[src/rtl/wgc_pkg.sv]
// Package of the waypoint go-to controller: constants, codes and the
// arctangent table of the vectoring unit. Depends on nothing.
package wgc_pkg;

  localparam int unsigned ATAN_N = 24;
  localparam int unsigned XW = 28;

  localparam logic [1:0] CMD_PUSH       = 2'd0;
  localparam logic [1:0] CMD_CLEAR      = 2'd1;
  localparam logic [1:0] CMD_SAMPLE     = 2'd2;
  localparam logic [1:0] CMD_SAMPLE_ALT = 2'd3;

  localparam logic [2:0] ST_TRACK    = 3'd0;
  localparam logic [2:0] ST_REACHED  = 3'd1;
  localparam logic [2:0] ST_FINISHED = 3'd2;
  localparam logic [2:0] ST_NO_WP    = 3'd3;
  localparam logic [2:0] ST_LOADED   = 3'd4;
  localparam logic [2:0] ST_FULL     = 3'd5;

  localparam logic [2:0] REG_TOL      = 3'd0;
  localparam logic [2:0] REG_FWD_STEP = 3'd1;
  localparam logic [2:0] REG_FWD_LIM  = 3'd2;
  localparam logic [2:0] REG_ROT_GAIN = 3'd3;
  localparam logic [2:0] REG_ROT_STEP = 3'd4;
  localparam logic [2:0] REG_ROT_LIM  = 3'd5;
  localparam logic [2:0] REG_TURN     = 3'd6;

  localparam logic [9:0]  RST_TOL      = 10'd30;
  localparam logic [7:0]  RST_FWD_STEP = 8'd5;
  localparam logic [9:0]  RST_FWD_LIM  = 10'd750;
  localparam logic [3:0]  RST_ROT_GAIN = 4'd5;
  localparam logic [11:0] RST_ROT_STEP = 12'd402;
  localparam logic [12:0] RST_ROT_LIM  = 13'd6434;
  localparam logic [12:0] RST_TURN     = 13'd1072;

  localparam logic signed [16:0] INV_GAIN_Q16  = 17'sd39797;
  localparam logic signed [16:0] PI_OVER_8_Q16 = 17'sd25736;

  typedef logic [23:0] angle_t;

  function automatic angle_t wgc_atan(logic [4:0] idx);
    angle_t a;
    a = '0;
    unique case (idx)
      5'd0:  a = 24'd2097152;
      5'd1:  a = 24'd1238021;
      5'd2:  a = 24'd654136;
      5'd3:  a = 24'd332050;
      5'd4:  a = 24'd166669;
      5'd5:  a = 24'd83416;
      5'd6:  a = 24'd41718;
      5'd7:  a = 24'd20860;
      5'd8:  a = 24'd10430;
      5'd9:  a = 24'd5215;
      5'd10: a = 24'd2608;
      5'd11: a = 24'd1304;
      5'd12: a = 24'd652;
      5'd13: a = 24'd326;
      5'd14: a = 24'd163;
      5'd15: a = 24'd81;
      5'd16: a = 24'd41;
      5'd17: a = 24'd20;
      5'd18: a = 24'd10;
      5'd19: a = 24'd5;
      5'd20: a = 24'd3;
      5'd21: a = 24'd1;
      5'd22: a = 24'd1;
      default: a = 24'd0;
    endcase
    return a;
  endfunction

endpackage

[src/rtl/wgc_in_if.sv]
// Input channel of the waypoint go-to controller.
// Carries one command word with its position and heading.
interface wgc_in_if;
  logic               valid;
  logic               ready;
  logic [1:0]         command;
  logic signed [15:0] pos_x;
  logic signed [15:0] pos_y;
  logic [15:0]        heading;

  modport source (output valid, command, pos_x, pos_y, heading, input ready);
  modport sink (input valid, command, pos_x, pos_y, heading, output ready);
endinterface

[src/rtl/wgc_out_if.sv]
// Output channel of the waypoint go-to controller.
// Carries one drive command word per input word.
interface wgc_out_if;
  logic               valid;
  logic               ready;
  logic [9:0]         forward_speed;
  logic signed [13:0] rotation_speed;
  logic               stop_lidar;
  logic               halt_drive;
  logic [2:0]         status;

  modport source (output valid, forward_speed, rotation_speed, stop_lidar, halt_drive,
                  status, input ready);
  modport sink (input valid, forward_speed, rotation_speed, stop_lidar, halt_drive,
                status, output ready);
endinterface

[src/rtl/waypoint_goto_controller.sv]
// Waypoint go-to controller, top level. Depends on wgc_pkg, wgc_in_if,
// wgc_out_if, wgc_ram and wgc_cordic.
//
// Words arrive on in_i and each gives exactly one word on out_o, in order.
// A push, a clear or a sample on an empty stack goes from S_IDLE straight to
// S_DONE, and a sample that reaches its waypoint passes through S_READ.
// Any other odometry sample also runs S_CORDIC, in which the CORDIC unit
// performs one micro-rotation per cycle, then S_MAG, S_GAIN, S_SCALE and
// S_UPDATE; ready stays low while a word is in work. The result word becomes
// valid in the same cycle that ready returns. The finished word sits in an
// output register; the next input word is taken while it waits, and the
// block holds its last step until the receiver takes the previous word.
// Write the registers over the APB-style port at byte address 4*index only
// while the block is idle; the block itself does not enforce this.
// Reset empties the waypoint stack, zeroes the speeds and flags and loads
// the register defaults. The stack memory needs no clearing pass.
module waypoint_goto_controller
  import wgc_pkg::*;
#(
  parameter int unsigned PATH_DEPTH   = 16,
  parameter int unsigned CORDIC_STEPS = 16
) (
  input  logic        clk_i,
  input  logic        rst_ni,
  wgc_in_if.sink      in_i,
  wgc_out_if.source   out_o,
  input  logic        psel,
  input  logic        penable,
  input  logic        pwrite,
  input  logic [4:0]  paddr,
  input  logic [31:0] pwdata,
  output logic [31:0] prdata,
  output logic        pready
);

  localparam int unsigned AW = (PATH_DEPTH > 1) ? $clog2(PATH_DEPTH) : 1;
  localparam int unsigned CW = $clog2(PATH_DEPTH + 1);
  localparam logic [CW-1:0] DEPTH_C = CW'(PATH_DEPTH);

  localparam logic [2:0] S_IDLE   = 3'd0;
  localparam logic [2:0] S_READ   = 3'd1;
  localparam logic [2:0] S_CORDIC = 3'd2;
  localparam logic [2:0] S_MAG    = 3'd3;
  localparam logic [2:0] S_GAIN   = 3'd4;
  localparam logic [2:0] S_SCALE  = 3'd5;
  localparam logic [2:0] S_UPDATE = 3'd6;
  localparam logic [2:0] S_DONE   = 3'd7;

  logic [9:0]  tol_q, fwd_lim_q;
  logic [7:0]  fwd_step_q;
  logic [3:0]  gain_q;
  logic [11:0] rot_step_q;
  logic [12:0] rot_lim_q, turn_q;

  logic [2:0]         state_q;
  logic [CW-1:0]      count_q;
  logic               fin_q, lidar_q;
  logic [9:0]         fwd_q;
  logic signed [13:0] rot_q;
  logic               halt_q;
  logic [2:0]         status_q;
  logic signed [15:0] px_q, py_q;
  logic [15:0]        head_q;
  logic               zero_q;
  logic [17:0]        dist_q;
  logic signed [15:0] err_q;
  logic signed [20:0] ge_q;
  logic signed [19:0] req_q;

  logic               out_valid_q, out_lidar_q, out_halt_q;
  logic [9:0]         out_fwd_q;
  logic signed [13:0] out_rot_q;
  logic [2:0]         out_status_q;

  logic               accept, cfg_wr, ram_we, ram_re, arrive, cord_start, cord_done, out_free;
  logic [31:0]        ram_rdata;
  logic [AW-1:0]      ram_raddr;
  logic signed [16:0] dx, dy;
  logic [16:0]        adx, ady;
  logic signed [XW-1:0] cord_x;
  angle_t             cord_z;
  logic signed [44:0] mag_prod;
  logic [24:0]        z_round;
  logic signed [36:0] req_prod;
  logic signed [20:0] fdiff, fnext, rdiff, rnext, rlim, rstep;
  logic [13:0]        rabs;

  assign accept   = in_i.valid && in_i.ready;
  assign cfg_wr   = psel && penable && pwrite;
  assign out_free = !out_valid_q || out_o.ready;
  assign in_i.ready = (state_q == S_IDLE);

  assign ram_we    = accept && (in_i.command == CMD_PUSH) && (count_q < DEPTH_C);
  assign ram_re    = accept && in_i.command[1];
  assign ram_raddr = AW'(count_q - CW'(1));

  wgc_ram #(
    .WIDTH(32),
    .DEPTH(PATH_DEPTH)
  ) u_stack (
    .clk_i  (clk_i),
    .we_i   (ram_we),
    .waddr_i(count_q[AW-1:0]),
    .wdata_i({in_i.pos_x, in_i.pos_y}),
    .re_i   (ram_re),
    .raddr_i(ram_raddr),
    .rdata_o(ram_rdata)
  );

  assign dx  = 17'(signed'(ram_rdata[31:16])) - 17'(px_q);
  assign dy  = 17'(signed'(ram_rdata[15:0])) - 17'(py_q);
  assign adx = dx[16] ? 17'(-dx) : 17'(dx);
  assign ady = dy[16] ? 17'(-dy) : 17'(dy);
  assign arrive = (adx < 17'(tol_q)) && (ady < 17'(tol_q));
  assign cord_start = (state_q == S_READ) && !arrive;

  wgc_cordic #(
    .STEPS(CORDIC_STEPS)
  ) u_cordic (
    .clk_i  (clk_i),
    .rst_ni (rst_ni),
    .start_i(cord_start),
    .dx_i   (dx),
    .dy_i   (dy),
    .done_o (cord_done),
    .x_o    (cord_x),
    .z_o    (cord_z)
  );

  assign mag_prod = 45'(cord_x) * 45'(INV_GAIN_Q16) + 45'sd8388608;
  assign z_round  = {1'b0, cord_z} + 25'd128;
  assign req_prod = 37'(ge_q) * 37'(PI_OVER_8_Q16) + 37'sd32768;

  assign fdiff = 21'(signed'({1'b0, dist_q})) - 21'(signed'({1'b0, fwd_q}));
  assign fnext = (fdiff > 21'(signed'({1'b0, fwd_step_q})))
               ? 21'(signed'({1'b0, fwd_q})) + 21'(signed'({1'b0, fwd_step_q}))
               : 21'(signed'({1'b0, dist_q}));

  assign rstep = 21'(signed'({1'b0, rot_step_q}));
  assign rlim  = 21'(signed'({1'b0, rot_lim_q}));
  assign rdiff = 21'(rot_q) - 21'(req_q);

  always_comb begin
    priority if (rdiff > rstep) begin
      rnext = 21'(rot_q) - rstep;
    end else if (rdiff < -rstep) begin
      rnext = 21'(rot_q) + rstep;
    end else begin
      rnext = 21'(req_q);
    end
    if (rnext > rlim) begin
      rnext = rlim;
    end
    if (rnext < -rlim) begin
      rnext = -rlim;
    end
  end

  assign rabs = rnext[20] ? 14'(-rnext) : 14'(rnext);

  always_ff @(posedge clk_i or negedge rst_ni) begin
    if (!rst_ni) begin
      tol_q      <= RST_TOL;
      fwd_step_q <= RST_FWD_STEP;
      fwd_lim_q  <= RST_FWD_LIM;
      gain_q     <= RST_ROT_GAIN;
      rot_step_q <= RST_ROT_STEP;
      rot_lim_q  <= RST_ROT_LIM;
      turn_q     <= RST_TURN;
    end else if (cfg_wr) begin
      unique case (paddr[4:2])
        REG_TOL:      tol_q      <= pwdata[9:0];
        REG_FWD_STEP: fwd_step_q <= pwdata[7:0];
        REG_FWD_LIM:  fwd_lim_q  <= pwdata[9:0];
        REG_ROT_GAIN: gain_q     <= pwdata[3:0];
        REG_ROT_STEP: rot_step_q <= pwdata[11:0];
        REG_ROT_LIM:  rot_lim_q  <= pwdata[12:0];
        REG_TURN:     turn_q     <= pwdata[12:0];
        default: ;
      endcase
    end
  end

  always_comb begin
    unique case (paddr[4:2])
      REG_TOL:      prdata = 32'(tol_q);
      REG_FWD_STEP: prdata = 32'(fwd_step_q);
      REG_FWD_LIM:  prdata = 32'(fwd_lim_q);
      REG_ROT_GAIN: prdata = 32'(gain_q);
      REG_ROT_STEP: prdata = 32'(rot_step_q);
      REG_ROT_LIM:  prdata = 32'(rot_lim_q);
      REG_TURN:     prdata = 32'(turn_q);
      default:      prdata = '0;
    endcase
  end
  assign pready = 1'b1;

  always_ff @(posedge clk_i or negedge rst_ni) begin
    if (!rst_ni) begin
      state_q     <= S_IDLE;
      count_q     <= '0;
      fin_q       <= 1'b0;
      lidar_q     <= 1'b0;
      fwd_q       <= '0;
      rot_q       <= '0;
      out_valid_q <= 1'b0;
    end else begin
      if (state_q == S_DONE && out_free) begin
        out_valid_q <= 1'b1;
      end else if (out_o.ready) begin
        out_valid_q <= 1'b0;
      end
      unique case (state_q)
        S_IDLE: begin
          if (accept) begin
            if (in_i.command == CMD_PUSH) begin
              state_q <= S_DONE;
              if (count_q < DEPTH_C) begin
                count_q <= count_q + CW'(1);
                fin_q   <= 1'b0;
              end
            end else if (in_i.command == CMD_CLEAR) begin
              state_q <= S_DONE;
              count_q <= '0;
              fin_q   <= 1'b0;
            end else if (count_q != '0) begin
              state_q <= S_READ;
            end else begin
              state_q <= S_DONE;
            end
          end
        end
        S_READ: begin
          if (arrive) begin
            state_q <= S_DONE;
            if (count_q > CW'(1)) begin
              count_q <= count_q - CW'(1);
            end else begin
              fin_q <= 1'b1;
            end
          end else begin
            state_q <= S_CORDIC;
          end
        end
        S_CORDIC: if (cord_done) state_q <= S_MAG;
        S_MAG:    state_q <= S_GAIN;
        S_GAIN:   state_q <= S_SCALE;
        S_SCALE:  state_q <= S_UPDATE;
        S_UPDATE: begin
          fwd_q   <= (fnext > 21'(signed'({1'b0, fwd_lim_q}))) ? fwd_lim_q : fnext[9:0];
          rot_q   <= rnext[13:0];
          lidar_q <= (rabs >= 14'(turn_q));
          state_q <= S_DONE;
        end
        S_DONE: begin
          if (out_free) begin
            state_q <= S_IDLE;
          end
        end
        default: state_q <= S_IDLE;
      endcase
    end
  end

  always_ff @(posedge clk_i) begin
    if (accept) begin
      px_q   <= in_i.pos_x;
      py_q   <= in_i.pos_y;
      head_q <= in_i.heading;
      halt_q <= in_i.command[1];
      if (in_i.command == CMD_PUSH) begin
        status_q <= (count_q < DEPTH_C) ? ST_LOADED : ST_FULL;
      end else if (in_i.command == CMD_CLEAR) begin
        status_q <= ST_LOADED;
      end else begin
        status_q <= ST_NO_WP;
      end
    end
    if (state_q == S_READ) begin
      zero_q <= (dx == '0) && (dy == '0);
      if (arrive) begin
        status_q <= (count_q > CW'(1)) ? ST_REACHED : ST_FINISHED;
      end else begin
        status_q <= ST_TRACK;
        halt_q   <= 1'b0;
      end
    end
    if (state_q == S_MAG) begin
      dist_q <= mag_prod[41:24];
      err_q  <= signed'((zero_q ? 16'd0 : z_round[23:8]) - head_q);
    end
    if (state_q == S_GAIN) begin
      ge_q <= 21'(signed'({1'b0, gain_q})) * 21'(err_q);
    end
    if (state_q == S_SCALE) begin
      req_q <= req_prod[35:16];
    end
    if (state_q == S_DONE && out_free) begin
      out_fwd_q    <= (state_q == S_DONE) ? fwd_q : '0;
      out_rot_q    <= rot_q;
      out_lidar_q  <= lidar_q;
      out_halt_q   <= halt_q;
      out_status_q <= status_q;
    end
  end

  assign out_o.valid          = out_valid_q;
  assign out_o.forward_speed  = out_fwd_q;
  assign out_o.rotation_speed = out_rot_q;
  assign out_o.stop_lidar     = out_lidar_q;
  assign out_o.halt_drive     = out_halt_q;
  assign out_o.status         = out_status_q;

  a_count_bound: assert property (@(posedge clk_i) disable iff (!rst_ni)
    count_q <= DEPTH_C) else $error("waypoint count beyond stack depth");

  a_busy_after_accept: assert property (@(posedge clk_i) disable iff (!rst_ni)
    accept |=> !in_i.ready) else $error("input taken while a word is in work");

  a_done_emits: assert property (@(posedge clk_i) disable iff (!rst_ni)
    (state_q == S_DONE && out_free) |=> out_valid_q) else $error("result word lost");

  a_cordic_done_state: assert property (@(posedge clk_i) disable iff (!rst_ni)
    cord_done |-> state_q == S_CORDIC) else $error("vectoring result outside its step");

endmodule

[src/rtl/wgc_ram.sv]
// Generic single-write, single-read RAM with registered read data.
// Depends on nothing.
module wgc_ram #(
  parameter int unsigned WIDTH = 32,
  parameter int unsigned DEPTH = 16
) (
  input  logic                                        clk_i,
  input  logic                                        we_i,
  input  logic [(DEPTH > 1 ? $clog2(DEPTH) : 1)-1:0] waddr_i,
  input  logic [WIDTH-1:0]                            wdata_i,
  input  logic                                        re_i,
  input  logic [(DEPTH > 1 ? $clog2(DEPTH) : 1)-1:0] raddr_i,
  output logic [WIDTH-1:0]                            rdata_o
);

  logic [WIDTH-1:0] mem_q [DEPTH];

  always_ff @(posedge clk_i) begin
    if (we_i) begin
      mem_q[waddr_i] <= wdata_i;
    end
    if (re_i) begin
      rdata_o <= mem_q[raddr_i];
    end
  end

endmodule

[src/rtl/wgc_cordic.sv]
// Iterative CORDIC vectoring unit: one micro-rotation per cycle on one
// shared shifter and adder set. Depends on wgc_pkg.
module wgc_cordic
  import wgc_pkg::*;
#(
  parameter int unsigned STEPS = 16
) (
  input  logic                 clk_i,
  input  logic                 rst_ni,
  input  logic                 start_i,
  input  logic signed [16:0]   dx_i,
  input  logic signed [16:0]   dy_i,
  output logic                 done_o,
  output logic signed [XW-1:0] x_o,
  output angle_t               z_o
);

  localparam int unsigned N = (STEPS < ATAN_N) ? STEPS : ATAN_N;
  localparam logic [4:0] LAST = 5'(N - 1);

  logic                 busy_q, done_q;
  logic [4:0]           i_q;
  logic signed [XW-1:0] x_q, y_q, xs, ys, x0, y0;
  angle_t               z_q, atan;

  assign x0 = {{(XW-25){dx_i[16]}}, dx_i, 8'd0};
  assign y0 = {{(XW-25){dy_i[16]}}, dy_i, 8'd0};
  assign xs = x_q >>> i_q;
  assign ys = y_q >>> i_q;
  assign atan = wgc_atan(i_q);

  always_ff @(posedge clk_i or negedge rst_ni) begin
    if (!rst_ni) begin
      busy_q <= 1'b0;
      done_q <= 1'b0;
      i_q    <= '0;
    end else begin
      done_q <= 1'b0;
      if (start_i) begin
        busy_q <= 1'b1;
        i_q    <= '0;
      end else if (busy_q) begin
        i_q <= i_q + 5'd1;
        if (i_q == LAST) begin
          busy_q <= 1'b0;
          done_q <= 1'b1;
        end
      end
    end
  end

  always_ff @(posedge clk_i) begin
    if (start_i) begin
      if (dx_i[16]) begin
        x_q <= -x0;
        y_q <= -y0;
        z_q <= 24'h800000;
      end else begin
        x_q <= x0;
        y_q <= y0;
        z_q <= '0;
      end
    end else if (busy_q) begin
      if (!y_q[XW-1]) begin
        x_q <= x_q + ys;
        y_q <= y_q - xs;
        z_q <= z_q + atan;
      end else begin
        x_q <= x_q - ys;
        y_q <= y_q + xs;
        z_q <= z_q - atan;
      end
    end
  end

  assign done_o = done_q;
  assign x_o    = x_q;
  assign z_o    = z_q;

endmodule

[src/flat_wrapper.sv]
// flat-port wrapper written by rule: the top's interface ports become plain ports
module waypoint_goto_controller_flat import wgc_pkg::*;
#(
  parameter int unsigned PATH_DEPTH   = 16,
  parameter int unsigned CORDIC_STEPS = 16
)
  (clk_i, rst_ni, psel, penable, pwrite, paddr, pwdata, prdata, pready, in_i_valid, in_i_command, in_i_pos_x, in_i_pos_y, in_i_heading, in_i_ready, out_o_valid, out_o_forward_speed, out_o_rotation_speed, out_o_stop_lidar, out_o_halt_drive, out_o_status, out_o_ready);
  wgc_in_if in_i_i ();
  wgc_out_if out_o_i ();
  input  logic clk_i;
  input  logic rst_ni;
  input  logic psel;
  input  logic penable;
  input  logic pwrite;
  input  logic [4:0] paddr;
  input  logic [31:0] pwdata;
  output logic [31:0] prdata;
  output logic pready;
  input wire logic [$bits(in_i_i.valid)-1:0] in_i_valid;
  input wire logic [$bits(in_i_i.command)-1:0] in_i_command;
  input wire logic [$bits(in_i_i.pos_x)-1:0] in_i_pos_x;
  input wire logic [$bits(in_i_i.pos_y)-1:0] in_i_pos_y;
  input wire logic [$bits(in_i_i.heading)-1:0] in_i_heading;
  output wire logic [$bits(in_i_i.ready)-1:0] in_i_ready;
  output wire logic [$bits(out_o_i.valid)-1:0] out_o_valid;
  output wire logic [$bits(out_o_i.forward_speed)-1:0] out_o_forward_speed;
  output wire logic [$bits(out_o_i.rotation_speed)-1:0] out_o_rotation_speed;
  output wire logic [$bits(out_o_i.stop_lidar)-1:0] out_o_stop_lidar;
  output wire logic [$bits(out_o_i.halt_drive)-1:0] out_o_halt_drive;
  output wire logic [$bits(out_o_i.status)-1:0] out_o_status;
  input wire logic [$bits(out_o_i.ready)-1:0] out_o_ready;
  assign in_i_i.valid = in_i_valid;
  assign in_i_i.command = in_i_command;
  assign in_i_i.pos_x = in_i_pos_x;
  assign in_i_i.pos_y = in_i_pos_y;
  assign in_i_i.heading = in_i_heading;
  assign in_i_ready = in_i_i.ready;
  assign out_o_valid = out_o_i.valid;
  assign out_o_forward_speed = out_o_i.forward_speed;
  assign out_o_rotation_speed = out_o_i.rotation_speed;
  assign out_o_stop_lidar = out_o_i.stop_lidar;
  assign out_o_halt_drive = out_o_i.halt_drive;
  assign out_o_status = out_o_i.status;
  assign out_o_i.ready = out_o_ready;
  waypoint_goto_controller #(.PATH_DEPTH(PATH_DEPTH), .CORDIC_STEPS(CORDIC_STEPS)) u_core (.clk_i(clk_i), .rst_ni(rst_ni), .in_i(in_i_i), .out_o(out_o_i), .psel(psel), .penable(penable), .pwrite(pwrite), .paddr(paddr), .pwdata(pwdata), .prdata(prdata), .pready(pready));
endmodule
[config.mk]
export PLATFORM = sky130hd
export DESIGN_NAME = waypoint_goto_controller_flat
export DESIGN_NICKNAME = d
export VERILOG_FILES = /design/src/rtl/wgc_pkg.sv /design/src/rtl/wgc_in_if.sv /design/src/rtl/wgc_out_if.sv /design/src/rtl/waypoint_goto_controller.sv /design/src/rtl/wgc_ram.sv /design/src/rtl/wgc_cordic.sv /design/src/flat_wrapper.sv
export SDC_FILE = /design/constraint.sdc
export NUM_CORES = 2
export LEC_CHECK = 0
export CORE_MARGIN = 8
export CORE_UTILIZATION = 55
export CTS_CLUSTER_SIZE = 25
export DETAILED_ROUTE_END_ITERATION = 10
export DONT_BUFFER_PORTS = 1
export PLACE_DENSITY_LB_ADDON = 0.15
export SLEW_MARGIN = 20
export SYNTH_ARGS = -nofsm -noshare
export SYNTH_HDL_FRONTEND = slang
export SYNTH_SLANG_ARGS = --single-unit
[constraint.sdc]
create_clock -name clk_i -period 30.7 [get_ports clk_i]
set_input_delay 6.14 -clock clk_i [delete_from_list [all_inputs] [get_ports clk_i]]
set_output_delay 6.14 -clock clk_i [all_outputs]
set_load 0.05 [all_outputs]
==> out/qor.txt <==
IO Pins -> 158
Synth Warn # -> 0
CTS tree -> yes
Setup_tns -> 0 ns
Stages on worst setup path -> 3
Area after DPL -> 0.0687 sq mm
GRT Residual Overflow -> 0
DR iter-0 viols -> 4070
Fin crit share -> 0.456
Final core occ -> 0.592
Die width -> 365 um
Gr usage total -> 0.248
Max-slew violations -> 0
DPL Wire Length -> 121000 um
GP Congestion -> 0.920
Initial antenna violation count -> 0
Worst clock skew -> 0.0432 ns
Fin crit period -> 13.99 ns
Most frequent cells in the layout -> edfxtp_1 (780), inv_1 (754), ha_1 (629), nand2_1 (424), nor2_1 (380)
Clock tree buffer depth -> 3
DRT Pass-1 Iters -> 6
Post-synth ARST share -> 0.124
Fmax -> 71.5 MHz
First-pass GRT wire length -> 259000 um
Final number of setup-violating endpoints -> 0
Final Instance Area -> 0.0718 sq mm
Number of synthesized flops with an enable pin -> 780
CTS Sinks -> 892
Storage cell area -> 0.0263 sq mm
Crit path to -> prdata[7]
DR WL/cell -> 21.6 um
Reg-to-reg startpoint -> u_core.rot_q[1]
Crit-path max FO -> 27
Worst Path Buf+Inv -> 0
Starting density of the core -> 0.552
Cells after Synth -> 6017
Vias in the first global route -> 44700
Worst hold margin -> 0.396 ns
Yosys reg bits -> 892
Terminus of the critical flop-to-flop path -> u_core.lidar_q
Largest net degree at the start of global routing -> 112
Avg Cell Area, Syn -> 11.1 sq um
CP dominant cell by count -> a21oi_1
Worst Setup SP -> paddr[2]
RSZ-0062 raised after global routing -> false
Fillers -> 10000
Latest clock arrival within the worst-skew pair -> 0.71 ns
Status -> finished clean
Flop2flop setup slack -> 16.90 ns
HP Class -> register to register
DR vias -> 45500
Rows -> 128
CTS clk-pin slew, worst paths -> 0.07 ns
IO buf count -> 0
# Post-CTS Setup Buffers -> 0
CP top delay family -> compound AO/OA/AOI/OAI gates
Nets -> 7012
Main flop type after synthesis -> edfxtp_1
Seq/Total Area, Yosys -> 0.393
Endpoints failing hold -> 0
Leading area contributor after synthesis -> edfxtp_1
CTS Hold Bufs -> 0
Crit-path cells -> nor2b_1 -> a21oi_1 -> a21oi_1
Synthesized area -> 0.0669 sq mm
Post-cts sizing count -> 0
# H-tree levels -> 3
Startpoint type of the worst setup path -> input port
DRC violations left -> 0
Area used by multi-input combinational logic -> 0.0371 sq mm
Core footprint -> 0.121 sq mm
Root buf cell -> clkbuf_16
Max stage delay on crit path -> 0.92 ns
Layout cells sized above 1 -> 0.0964
Setup CP Type -> input port to primary output
Die Y -> 365 um
Tightest Pin Transition -> 1.14 ns
Synth cell types -> 110
Commonest non-fill, non-tap cell in the layout -> edfxtp_1
Worst setup EP type -> primary output
Post-synth top area share -> 0.350
Data arrival, critical path -> 7.85 ns
Max Cap Viol -> 0
Worst r2r path cells -> 61
Vias per inst -> 5.92
Area Growth Syn to Fin -> 7.37%
Critical path required time -> 24.56 ns
Slew HR -> 0.242
Largest cells by area after synthesis -> edfxtp_1 (35%), ha_1 (12%), fa_1 (9.2%)
Die area -> 0.133 sq mm
CP max stage cell -> a21oi_1
CTS Buf Count -> 95
Antenna viol nets, final -> 0
Ant diodes -> 0
Routed WL -> 166000 um
-- worst register-to-register path, delay by kind of cell, from the launching register on --
family                     cells  cell delay (ns)
xor gates and xnor gates       1             0.21
buffers and inverters          3             0.91
muxes                          1             0.42
and+or+nand+nor               16             1.99
adders and majority gates      5             1.77
DFF                            1             0.65
AOI/OAI and AO/OA             35             7.68
-- synthesized netlist by cell type, drive strengths merged (11+ instances only) --
cell type,count
a31oi,48
buf,73
xor2,123
nor4,23
or2,13
xnor2,230
a221oi,17
o41ai,11
mux4,204
a31o,11
o31ai,19
ha,630
o22ai,21
a21oi,288
a211oi,48
a211o,13
inv,761
nand3,89
nand2,425
mux2i,72
nand4,31
a21boi,21
o21ai,310
nand2b,53
mux2,50
o21bai,42
and2,82
o21a,54
nor3,111
and3,54
clkbuf,141
fa,309
edfxtp,780
or3,37
a311oi,11
nor2b,66
dfstp,27
a21o,64
nor2,399
o211ai,26
dfrtp,84
-- routing by layer --
metal	routed length (um)	up-vias	share of wire	track usage
met1	72200	22500	0.43	0.341
met2	78000	1384	0.47	0.407
met4	4460	0	0.027	0.0651
met3	11400	256	0.069	0.0474
met5	0	-	0	0
li1	-	21400	-	-
-- sequential cells by signal (all words and copies together), names as in the netlist, 18 cells and up --
name                    flops
u_core.u_stack.rdata_o     32
u_core.u_cordic.z_o        24
u_core.dist_q              18
u_core.ge_q                21
u_core.u_stack.mem_q      512
u_core.u_cordic.x_o        28
u_core.u_cordic.y_q        28
u_core.req_q               20
-- worst min-delay path by stage --
| stage | from | endpoint | slack (ns) | cells past startpoint |
|---|---|---|---|---|
| after floorplan | u_core.status_q[0] | u_core.out_o.status[0] | 0.40 | 0 |
| after global placement | u_core.status_q[2] | u_core.out_o.status[2] | 0.40 | 0 |
| after detailed placement | u_core.status_q[1] | u_core.out_o.status[1] | 0.42 | 0 |
| after CTS | u_core.status_q[2] | u_core.out_o.status[2] | 0.39 | 0 |
| after global routing | u_core.status_q[2] | u_core.out_o.status[2] | 0.41 | 0 |
| final | u_core.status_q[2] | u_core.out_o.status[2] | 0.40 | 0 |
-- area by class of cell --
cell class                 instances  share of cell area
clock buffer                     122              0.0350
clock inverter                    52             0.00742
inverter                         766              0.0400
multi-input combinational       4163               0.517
sequential                       892               0.366
tap                             1625              0.0283
timing repair buffer              61             0.00666
-- through the flow --
step	setup slack (ns)	instances
2_1_floorplan	16.38	6035
3_3_place_gp	16.70	7506
3_5_place_dp	16.70	7506
4_1_cts	16.69	7680
5_1_grt	15.77	7681
6_report	16.71	7681
-- cell families (layout without fill, tap and decap cells) --
family	count (synthesis)	count (layout)	share of synthesized area
buf+inv	980	1001	0.0568
compound gates	1103	1103	0.106
fa+ha+maj	940	940	0.210
mux	326	326	0.0881
other cells	2	20	0.000112
flops	892	892	0.393
xor+xnor	353	353	0.0462
simple gates	1421	1421	0.100
Power is not shown: default switching activity piles up to over one toggle a cycle in this logic, so the estimate is an artifact.
